### src/rtl/assert_macros.svh
// Assertion macros for the RTL of the epoch-to-date converter.
// No dependencies.
`ifndef ASSERT_MACROS_SVH
`define ASSERT_MACROS_SVH

// expr must hold at every clock edge outside reset
`define ASSERT_ALWAYS(label, clk, rst, expr) \
   label: assert property (@(posedge clk) disable iff (rst) (expr)) \
      else $error("assertion failed: invariant");

// cons must hold at every clock edge at which ante holds, outside reset
`define ASSERT_IMPLY(label, clk, rst, ante, cons) \
   label: assert property (@(posedge clk) disable iff (rst) (ante) |-> (cons)) \
      else $error("assertion failed: implication");

`endif

### src/rtl/ecd_pkg.sv
// Package of the epoch-to-date converter: types, constants and small functions.
// No dependencies.
`timescale 1ns / 1ps

package ecd_pkg;

   localparam int TOP_STAGES  = 4;
   localparam int DATE_STAGES = 9;
   localparam int TIME_STAGES = 3;
   // the first delay register is the last time stage
   localparam int TIME_DELAY  = DATE_STAGES - TIME_STAGES + 1;
   localparam int LATENCY     = TOP_STAGES + DATE_STAGES;

   // floor(2^35 / 675): seconds>>7 to days, estimate low by at most one
   localparam logic [25:0] DAY_RECIP      = 26'd50903316;
   localparam logic [16:0] SECS_PER_DAY   = 17'd86400;
   // ceil(2^23 / 60): exact for dividends below 2^17
   localparam logic [17:0] SIXTY_RECIP    = 18'd139811;
   // days from 0000-03-01 to 1970-01-01
   localparam logic [19:0] DAY_OFFSET     = 20'd719468;
   localparam logic [17:0] DAYS_PER_400Y  = 18'd146097;
   // floor(2^40 / 146097): year estimate low by at most one
   localparam logic [22:0] YEAR_RECIP     = 23'd7525901;
   // ceil(2^19 / 100): exact below 43699
   localparam logic [12:0] HUNDRED_RECIP  = 13'd5243;
   // 10 * ceil(2^20 / 306)
   localparam logic [15:0] MONTH_RECIP    = 16'd34270;
   localparam logic [8:0]  MARCH_JAN_START = 9'd306;

   typedef struct packed {
      logic [5:0] second;
      logic [5:0] minute;
      logic [4:0] hour;
      logic [2:0] weekday;
   } time_type;

   typedef struct packed {
      logic [11:0] year;
      logic [3:0]  month;
      logic [4:0]  day_of_month;
   } date_type;

   // x mod 7 by folding octal digits (8 = 1 mod 7)
   function automatic logic [2:0] mod7(input logic [16:0] x);
      logic [17:0] v;
      logic [5:0]  s;
      logic [3:0]  f;
      logic [2:0]  r;
      v = {1'b0, x};
      s = 6'd0;
      for (int i = 0; i < 6; i++) begin
         s = s + 6'(v[3*i +: 3]);
      end
      f = 4'(s[2:0]) + 4'(s[5:3]);
      if (f >= 4'd14) begin
         r = 3'(f - 4'd14);
      end else if (f >= 4'd7) begin
         r = 3'(f - 4'd7);
      end else begin
         r = f[2:0];
      end
      return r;
   endfunction

   // 367 * mon / 12 for March-based month index 0..12
   function automatic logic [8:0] cum_days(input logic [3:0] mon);
      logic [8:0] c;
      case (mon)
         4'd0:    c = 9'd0;
         4'd1:    c = 9'd30;
         4'd2:    c = 9'd61;
         4'd3:    c = 9'd91;
         4'd4:    c = 9'd122;
         4'd5:    c = 9'd152;
         4'd6:    c = 9'd183;
         4'd7:    c = 9'd214;
         4'd8:    c = 9'd244;
         4'd9:    c = 9'd275;
         4'd10:   c = 9'd305;
         4'd11:   c = 9'd336;
         4'd12:   c = 9'd367;
         default: c = 9'd0;
      endcase
      return c;
   endfunction

endpackage

### src/rtl/ecd_date_pipe.sv
// Day count to year, month and day of month, nine register stages.
// Depends on ecd_pkg.
`timescale 1ns / 1ps

module ecd_date_pipe (
   input  logic              clock,
   input  logic              reset,
   input  logic              in_valid,
   input  logic [15:0]       in_days,
   output logic              out_valid,
   output ecd_pkg::date_type out_date
);
   import ecd_pkg::*;

   logic [DATE_STAGES-1:0] valid_ff;

   // stage 1: March-based day number and scaled dividend
   logic [19:0] d_e_ff, d_e_in;
   logic [28:0] n_e_ff, n_e_in;
   // stage 2: year estimate
   logic [19:0] d_f_ff;
   logic [28:0] n_f_ff;
   logic [11:0] yest_f_ff, yest_f_in;
   logic [51:0] yprod;
   // stage 3: back-multiply
   logic [19:0] d_g_ff;
   logic [28:0] n_g_ff;
   logic [11:0] yest_g_ff;
   logic [29:0] back_g_ff, back_g_in;
   // stage 4: corrected year
   logic [19:0] d_h_ff;
   logic [11:0] year_h_ff, year_h_in;
   logic [29:0] yrem;
   // stage 5: century terms
   logic [19:0] d_i_ff;
   logic [11:0] year_i_ff;
   logic [4:0]  q100_i_ff, q100_i_in;
   logic [2:0]  q400_i_ff, q400_i_in;
   logic [20:0] y365_i_ff, y365_i_in;
   logic [24:0] p100;
   logic [22:0] p400;
   // stage 6: day of year, leap flag
   logic [11:0] year_j_ff;
   logic [10:0] yd_j_ff, yd_j_in;
   logic        leap_j_ff, leap_j_in;
   logic [20:0] dby;
   logic signed [21:0] yd_full;
   logic [11:0] hund;
   // stage 7: overshoot correction
   logic [11:0] year_k_ff, year_k_in;
   logic [8:0]  yday_k_ff, yday_k_in;
   logic [10:0] yd_fix;
   // stage 8: month index
   logic [11:0] year_l_ff;
   logic [8:0]  yday_l_ff;
   logic [3:0]  mon_l_ff, mon_l_in;
   logic [24:0] mprod;
   // stage 9: output
   date_type    date_m_ff, date_m_in;
   logic [9:0]  mday_full;

   always_ff @(posedge clock) begin
      if (reset) begin
         valid_ff <= '0;
      end else begin
         valid_ff <= {valid_ff[DATE_STAGES-2:0], in_valid};
      end
   end

   always_comb begin
      d_e_in = 20'(in_days) + DAY_OFFSET;
      n_e_in = 29'(d_e_in + 20'd2) * 29'd400;
   end

   always_comb begin
      yprod     = 52'(n_e_ff) * 52'(YEAR_RECIP);
      yest_f_in = yprod[51:40];
   end

   always_comb begin
      back_g_in = 30'(yest_f_ff) * 30'(DAYS_PER_400Y);
   end

   always_comb begin
      yrem      = 30'(n_g_ff) - back_g_ff;
      year_h_in = (yrem >= 30'(DAYS_PER_400Y)) ? 12'(yest_g_ff + 12'd1) : yest_g_ff;
   end

   always_comb begin
      p100      = 25'(year_h_ff) * 25'(HUNDRED_RECIP);
      p400      = 23'(year_h_ff[11:2]) * 23'(HUNDRED_RECIP);
      q100_i_in = p100[23:19];
      q400_i_in = p400[21:19];
      y365_i_in = 21'(year_h_ff) * 21'd365;
   end

   always_comb begin
      dby       = y365_i_ff + 21'(year_i_ff[11:2]) - 21'(q100_i_ff) + 21'(q400_i_ff);
      yd_full   = $signed({2'b00, d_i_ff}) - $signed({1'b0, dby});
      yd_j_in   = yd_full[10:0];
      hund      = 12'(q100_i_ff) * 12'd100;
      leap_j_in = (year_i_ff[1:0] == 2'b00) &&
                  ((hund != year_i_ff) || (q100_i_ff[1:0] == 2'b00));
   end

   always_comb begin
      yd_fix = yd_j_ff + 11'd365 + 11'(leap_j_ff);
      if (yd_j_ff[10]) begin
         year_k_in = 12'(year_j_ff - 12'd1);
         yday_k_in = yd_fix[8:0];
      end else begin
         year_k_in = year_j_ff;
         yday_k_in = yd_j_ff[8:0];
      end
   end

   always_comb begin
      mprod    = (25'(yday_k_ff) + 25'd31) * 25'(MONTH_RECIP);
      mon_l_in = mprod[23:20];
   end

   always_comb begin
      mday_full              = 10'(yday_l_ff) + 10'd31 - 10'(cum_days(mon_l_ff));
      date_m_in.day_of_month = mday_full[4:0];
      if (yday_l_ff >= MARCH_JAN_START) begin
         date_m_in.year  = 12'(year_l_ff + 12'd1);
         date_m_in.month = 4'(mon_l_ff - 4'd10);
      end else begin
         date_m_in.year  = year_l_ff;
         date_m_in.month = 4'(mon_l_ff + 4'd2);
      end
   end

   always_ff @(posedge clock) begin
      d_e_ff    <= d_e_in;
      n_e_ff    <= n_e_in;
      d_f_ff    <= d_e_ff;
      n_f_ff    <= n_e_ff;
      yest_f_ff <= yest_f_in;
      d_g_ff    <= d_f_ff;
      n_g_ff    <= n_f_ff;
      yest_g_ff <= yest_f_ff;
      back_g_ff <= back_g_in;
      d_h_ff    <= d_g_ff;
      year_h_ff <= year_h_in;
      d_i_ff    <= d_h_ff;
      year_i_ff <= year_h_ff;
      q100_i_ff <= q100_i_in;
      q400_i_ff <= q400_i_in;
      y365_i_ff <= y365_i_in;
      year_j_ff <= year_i_ff;
      yd_j_ff   <= yd_j_in;
      leap_j_ff <= leap_j_in;
      year_k_ff <= year_k_in;
      yday_k_ff <= yday_k_in;
      year_l_ff <= year_k_ff;
      yday_l_ff <= yday_k_ff;
      mon_l_ff  <= mon_l_in;
      date_m_ff <= date_m_in;
   end

   assign out_valid = valid_ff[DATE_STAGES-1];
   assign out_date  = date_m_ff;

endmodule

### src/rtl/epoch_seconds_to_civil_date_core.sv
// Top level of the epoch-seconds to civil date and time converter.
// Depends on ecd_pkg, ecd_date_pipe and assert_macros.svh.
`timescale 1ns / 1ps
`include "assert_macros.svh"

// Usage:
//   Request channel: drive req_epoch_seconds and raise start; the request is
//   taken at a rising edge with start high and busy low. busy is high only
//   while reset is asserted, so a request can be issued in every cycle.
//   Result channel: rsp_strobe is high for exactly one cycle per request,
//   with second, minute, hour, day of month, month, year and weekday on the
//   rsp_ ports during that cycle. The receiver cannot stall; results leave
//   in request order.
//   Pipeline: a request passes 13 register stages (input register, three
//   for the division by 86400, nine for the date path) to the strobe.
//   Throughput: one request per cycle, set by the fully pipelined data
//   path, each stage holding only multiplies, adds and compares.
//   Reset: synchronous, active high; clears all valid bits, so requests in
//   flight are dropped and no strobe follows until new requests arrive.

module epoch_seconds_to_civil_date_core (
   input  logic        clock,
   input  logic        reset,
   input  logic        start,
   output logic        busy,
   input  logic [31:0] req_epoch_seconds,
   output logic        rsp_strobe,
   output logic [5:0]  rsp_second,
   output logic [5:0]  rsp_minute,
   output logic [4:0]  rsp_hour,
   output logic [4:0]  rsp_day_of_month,
   output logic [3:0]  rsp_month,
   output logic [11:0] rsp_year,
   output logic [2:0]  rsp_weekday
);
   import ecd_pkg::*;

   logic        accept;
   logic [TOP_STAGES-1:0] valid_ff;

   logic [31:0] t_a_ff;
   logic [31:0] t_b_ff;
   logic [15:0] q_b_ff, q_b_in;
   logic [50:0] dprod;
   logic [31:0] t_c_ff;
   logic [15:0] q_c_ff;
   logic [31:0] back_c_ff, back_c_in;
   logic [31:0] drem;
   logic [15:0] days_d_ff, days_d_in;
   logic [16:0] tod_d_ff, tod_d_in;

   logic [34:0] tprod;
   logic [10:0] tmin_e_ff, tmin_e_in;
   logic [16:0] tod_e_ff;
   logic [2:0]  wday_e_ff, wday_e_in;
   logic [28:0] hprod;
   logic [16:0] sec_full;
   logic [10:0] tmin_f_ff;
   logic [5:0]  sec_f_ff, sec_f_in;
   logic [4:0]  hour_f_ff, hour_f_in;
   logic [2:0]  wday_f_ff;
   logic [10:0] min_full;
   time_type    time_g_in;
   time_type    time_dly_ff [TIME_DELAY];

   logic        date_valid;
   date_type    date_out;

   assign busy   = reset;
   assign accept = start && !busy;

   always_ff @(posedge clock) begin
      if (reset) begin
         valid_ff <= '0;
      end else begin
         valid_ff <= {valid_ff[TOP_STAGES-2:0], accept};
      end
   end

   // seconds / 86400 by reciprocal, then one correction step
   always_comb begin
      dprod  = 51'(t_a_ff[31:7]) * 51'(DAY_RECIP);
      q_b_in = dprod[50:35];
   end

   always_comb begin
      back_c_in = 32'(33'(q_b_ff) * 33'(SECS_PER_DAY));
   end

   always_comb begin
      drem = t_c_ff - back_c_ff;
      if (drem[17:0] >= 18'(SECS_PER_DAY)) begin
         days_d_in = 16'(q_c_ff + 16'd1);
         tod_d_in  = 17'(drem[17:0] - 18'(SECS_PER_DAY));
      end else begin
         days_d_in = q_c_ff;
         tod_d_in  = drem[16:0];
      end
   end

   // time of day and weekday
   always_comb begin
      tprod     = 35'(tod_d_ff) * 35'(SIXTY_RECIP);
      tmin_e_in = tprod[33:23];
      wday_e_in = mod7(17'(days_d_ff) + 17'd4);
   end

   always_comb begin
      sec_full  = tod_e_ff - 17'((17'(tmin_e_ff) << 6) - (17'(tmin_e_ff) << 2));
      sec_f_in  = sec_full[5:0];
      hprod     = 29'(tmin_e_ff) * 29'(SIXTY_RECIP);
      hour_f_in = hprod[27:23];
   end

   always_comb begin
      min_full          = tmin_f_ff - 11'((11'(hour_f_ff) << 6) - (11'(hour_f_ff) << 2));
      time_g_in.second  = sec_f_ff;
      time_g_in.minute  = min_full[5:0];
      time_g_in.hour    = hour_f_ff;
      time_g_in.weekday = wday_f_ff;
   end

   always_ff @(posedge clock) begin
      t_a_ff    <= req_epoch_seconds;
      t_b_ff    <= t_a_ff;
      q_b_ff    <= q_b_in;
      t_c_ff    <= t_b_ff;
      q_c_ff    <= q_b_ff;
      back_c_ff <= back_c_in;
      days_d_ff <= days_d_in;
      tod_d_ff  <= tod_d_in;
      tmin_e_ff <= tmin_e_in;
      tod_e_ff  <= tod_d_ff;
      wday_e_ff <= wday_e_in;
      tmin_f_ff <= tmin_e_ff;
      sec_f_ff  <= sec_f_in;
      hour_f_ff <= hour_f_in;
      wday_f_ff <= wday_e_ff;
      time_dly_ff[0] <= time_g_in;
      for (int i = 1; i < TIME_DELAY; i++) begin
         time_dly_ff[i] <= time_dly_ff[i-1];
      end
   end

   ecd_date_pipe u_date (
      .clock     (clock),
      .reset     (reset),
      .in_valid  (valid_ff[TOP_STAGES-1]),
      .in_days   (days_d_ff),
      .out_valid (date_valid),
      .out_date  (date_out)
   );

   assign rsp_strobe       = date_valid;
   assign rsp_second       = time_dly_ff[TIME_DELAY-1].second;
   assign rsp_minute       = time_dly_ff[TIME_DELAY-1].minute;
   assign rsp_hour         = time_dly_ff[TIME_DELAY-1].hour;
   assign rsp_weekday      = time_dly_ff[TIME_DELAY-1].weekday;
   assign rsp_day_of_month = date_out.day_of_month;
   assign rsp_month        = date_out.month;
   assign rsp_year         = date_out.year;

   `ASSERT_IMPLY(a_strobe_latency, clock, reset, rsp_strobe, $past(accept, LATENCY))
   `ASSERT_IMPLY(a_date_range, clock, reset, rsp_strobe, (rsp_month >= 4'd1) && (rsp_month <= 4'd12) && (rsp_day_of_month >= 5'd1))
   `ASSERT_IMPLY(a_time_range, clock, reset, rsp_strobe, (rsp_hour <= 5'd23) && (rsp_minute <= 6'd59) && (rsp_second <= 6'd59) && (rsp_weekday <= 3'd6))
   `ASSERT_ALWAYS(a_busy_reset, clock, 1'b0, busy == reset)

endmodule

### config.mk
export PLATFORM = sky130hd
export DESIGN_NAME = epoch_seconds_to_civil_date_core
export DESIGN_NICKNAME = d
export VERILOG_FILES = /design/src/rtl/ecd_pkg.sv /design/src/rtl/ecd_date_pipe.sv /design/src/rtl/epoch_seconds_to_civil_date_core.sv
export VERILOG_INCLUDE_DIRS = /design/src /design/src/rtl
export SDC_FILE = /design/constraint.sdc
export NUM_CORES = 2
export LEC_CHECK = 0
export BUFFER_PORTS_ARGS = -buffer_cell sky130_fd_sc_hd__buf_2
export CAP_MARGIN = 20
export CORE_UTILIZATION = 50
export DETAILED_ROUTE_END_ITERATION = 10
export PLACE_DENSITY = 0.66
export SLEW_MARGIN = 10
export SYNTH_ARGS = -nofsm -noshare
export SYNTH_HDL_FRONTEND = slang
export SYNTH_SLANG_ARGS = --single-unit
### constraint.sdc
create_clock -name clock -period 13 [get_ports clock]
set_input_delay 0 -clock clock [delete_from_list [all_inputs] [get_ports clock]]
set_output_delay 0 -clock clock [all_outputs]
set_load 0.05 [all_outputs]
==> results by group <==
Logic synthesis
  – Post-synth top area cell: ha_1
  – Top cells by area, synth: ha_1, dfxtp_1, fa_1
  – Syn avg cell area: 10.8 um^2
  – Syn Std Cell Area: 53500 um^2
  – Post-synthesis sequential area ratio: 24.3%
  – Yosys warnings: 0
  – Synth Flop Type: dfxtp_1
  – Cell variety after synth: 74
  – Yosys top cell area share: 27.7%
  – Commonest cells post-synth: ha_1, inv_1, dfxtp_1
  – Post-Syn Instances: 4946
  – Most frequent cell after synthesis: ha_1
  – Post-synth ARST share: 0%
  – Yosys reg bits: 649
  – Post-synth EDFFs: 0

Timing
  – Slew HR: 38.9%
  – Minimum clock period: 7.90 ns
  – Clock Skew: 0.0361 ns
  – Setup ws final: 5.10 ns
  – RSZ-0062 raised after global routing: no
  – Setup TNS: 0 ns
  – Fmax: 0.127 GHz
  – Max Slew Vio Count: 0
  – Count of final hold-check violations: 0
  – Final period utilization: 60.8%
  – Endpoints failing setup: 0
  – Worst slew pin tran: 0.915 ns
  – Fin Hold WS: 0.237 ns

Finish
  – Multi-input gate area: 36300 um^2
  – Area growth, synth to finish: 9.82%
  – Layout cells sized above 1: 4.51%
  – Register Area: 13000 um^2
  – Final #Nets: 7001
  – Number of fill cells in the layout: 9114
  – Ant. Diodes: 0

Setup path
  – Worst r2r src: u_date.yday_k_ff[0]$_DFF_P_
  – Crit Path Class: flop to flop
  – Worst reg-to-reg setup slack: 5.10 ns
  – WP buf/inv: 6
  – Worst path depth: 27
  – CP required: 13.53 ns
  – CP max FO: 7
  – CP max stage cell: o41ai_1
  – Startpoint type of the worst setup path: flop
  – Crit end category: flop
  – CP top delay family: adder cells
  – Delay of the slowest critical-path stage: 0.78 ns
  – Crit path top cell by count: inv_1
  – Worst EP arrival: 8.44 ns
  – Worst R2R Path Depth: 27

Clocking
  – CTS resizes: 0
  – TritonCTS Buffers: 72
  – CTS clk-pin slew, worst paths: 0.06 ns
  – CTS tree: yes
  – Clock latency on the worst-skew pair: 0.65 ns
  – Clock Tree Buf Depth: 3
  – Clk sink count: 649
  – CTS H-tree lvls: 3
  – Root Driver: clkbuf_16

Global routing
  – Number of global-route vias before repair: 34961
  – Grt ovf: 0
  – Gr usage total: 19.9%
  – Largest net degree at the start of global routing: 26
  – Initial antenna violation count: 0
  – Global-route wire length before repair: 174000 um

Min path
  – Hold Crit Class: primary input to flop
  – Hold path cells: 3
  – Hold EP: valid_ff[1]$_SDFF_PP0_
  – Min-delay src: reset

Die
  – DIE WIDTH: 329 um
  – Die area: 108000 um^2
  – Initial Utilization: 50.6%
  – I/O pins: 78
  – Die height: 329 um
  – Std cell rows: 119
  – Core area: 106000 um^2

Status
  – Failing checks: DRC
  – Status: complete, but fails checks

Placement
  – Pre-CTS WS: 5.06 ns
  – I/O Buffers: 77
  – GPL Wtd Cong: 0.899
  – Detailed Place HPWL: 84300 um

Routing
  – DRC violation total after the first TritonRoute iteration: 1346
  – DRC: 4
  – Vias/cell: 5.01
  – Detail Route Antenna Nets: 0
  – WL final: 102000 um
  – DRT Pass-1 Iters: 9
  – DR vias: 33064
  – Wire length per cell: 15.5 um

Flow run
  – MaxCap Viol Count: 0
-- worst max path at each step --
| stage | endpoint | start | slack, ns |
|---|---|---|---|
| 3_5_place_dp | flop | u_date.yday_k_ff[0]$_DFF_P_ | 5.06 |
| 3_3_place_gp | flop | u_date.yday_k_ff[0]$_DFF_P_ | 5.15 |
| 4_1_cts | flop | u_date.yday_k_ff[0]$_DFF_P_ | 5.04 |
| 5_1_grt | flop | u_date.yday_k_ff[0]$_DFF_P_ | 4.45 |
| 6_report | flop | u_date.yday_k_ff[0]$_DFF_P_ | 5.10 |
| 2_1_floorplan | flop | u_date.yday_k_ff[0]$_DFF_P_ | 5.96 |
-- layout make-up --
class,instances,share of cell area [%]
Clock buffer,96,3.43
Inverter,1104,7.05
Sequential cell,649,22.1
Clock inverter,35,0.822
Tap cell,1391,2.96
Timing Repair Buffer,151,1.90
Multi-Input combinational cell,3171,61.7
-- per-layer routing --
metal	share of wire [%]	global-route usage, %	wire, um	vias to the layer above
li1	-	-	-	16435
met1	48	27.1	48600	16059
met2	47	33.4	48100	438
met5	0	0	0	-
met3	3.7	3.05	3750	132
met4	1.7	3.90	1740	0
-- cells in the final DEF, fill, tap and decap left out, types with 14 or more instances in the layout --
master and instances:
dlygate4sd3_1 67, nor2_1 110, fa_1 632, or3_1 15
a21o_1 79, nand4_1 35, a21oi_1 148, a211oi_1 17
clkbuf_16 73, o21bai_1 28, o21ai_0 93, nand3_1 45
inv_1 1104, dfxtp_1 649, nand2_1 112, nor2b_1 45
and3_1 35, nor4_1 14, o21a_1 19, nand2b_1 22
nor3_1 38, xor2_1 83, xnor2_1 214, ha_1 1185
a31oi_1 24, buf_2 77
-- what timing repair did --
| item | CTS | global route |
|---|---|---|
| buffers inserted | 0 | 0 |
| endpoints found under the hold margin | 45 | 0 |
| hold buffers | 67 | 0 |
-- worst register-to-register path, cell delays in order, from the launching register on --
cell	delay (ns)
dfxtp_1	0.63
inv_1	0.23
and3_1	0.23
nor2_1	0.16
xor2_1	0.54
fa_1	0.63
fa_1	0.58
inv_1	0.06
fa_1	0.53
inv_1	0.05
fa_1	0.53
inv_1	0.05
fa_1	0.50
inv_1	0.04
ha_1	0.29
a21o_1	0.11
a21o_1	0.10
a21o_1	0.11
a21o_1	0.11
a21o_1	0.11
a21oi_1	0.11
o41ai_1	0.78
nor3_1	0.17
nor2_1	0.31
inv_1	0.14
ha_1	0.24
or2_2	0.31
and4_1	0.17
-- cells by family after synthesis --
logic type	Yosys count	synth area share (%)
simple gates	530	5.16
other cells	2	0.0140
xor+xnor	297	4.86
mux	11	0.215
flops	649	24.3
buf+inv	1130	7.96
fa+ha+maj	1817	51.4
compound gates	510	6.15
-- registers in the layout (all words and copies together), names as in the netlist, 12 cells and up, named ones only --
name	count
u_date.out_date	21
tod_d_ff	17
u_date.year_j_ff	12
t_a_ff	32
u_date.yest_g_ff	12
u_date.year_k_ff	12
u_date.n_f_ff	24
u_date.yest_f_ff	12
time_dly_ff	140
u_date.year_h_ff	12
u_date.n_e_ff	24
u_date.n_g_ff	24
t_c_ff	18
q_c_ff	16
u_date.year_i_ff	12
days_d_ff	16
q_b_ff	16
u_date.back_g_ff	26
t_b_ff	18
u_date.year_l_ff	12
-- stage by stage --
stage	area [um^2]	utilization [%]	instances
after floorplan	53500	-	4950
after global placement	55600	52.6	6398
after detailed placement	55600	52.6	6398
after CTS	58700	55.6	6596
after global routing	58800	55.6	6597
final	58800	55.6	6597
Power is not shown: default switching activity piles up to over one toggle a cycle in this logic, so the estimate is an artifact.
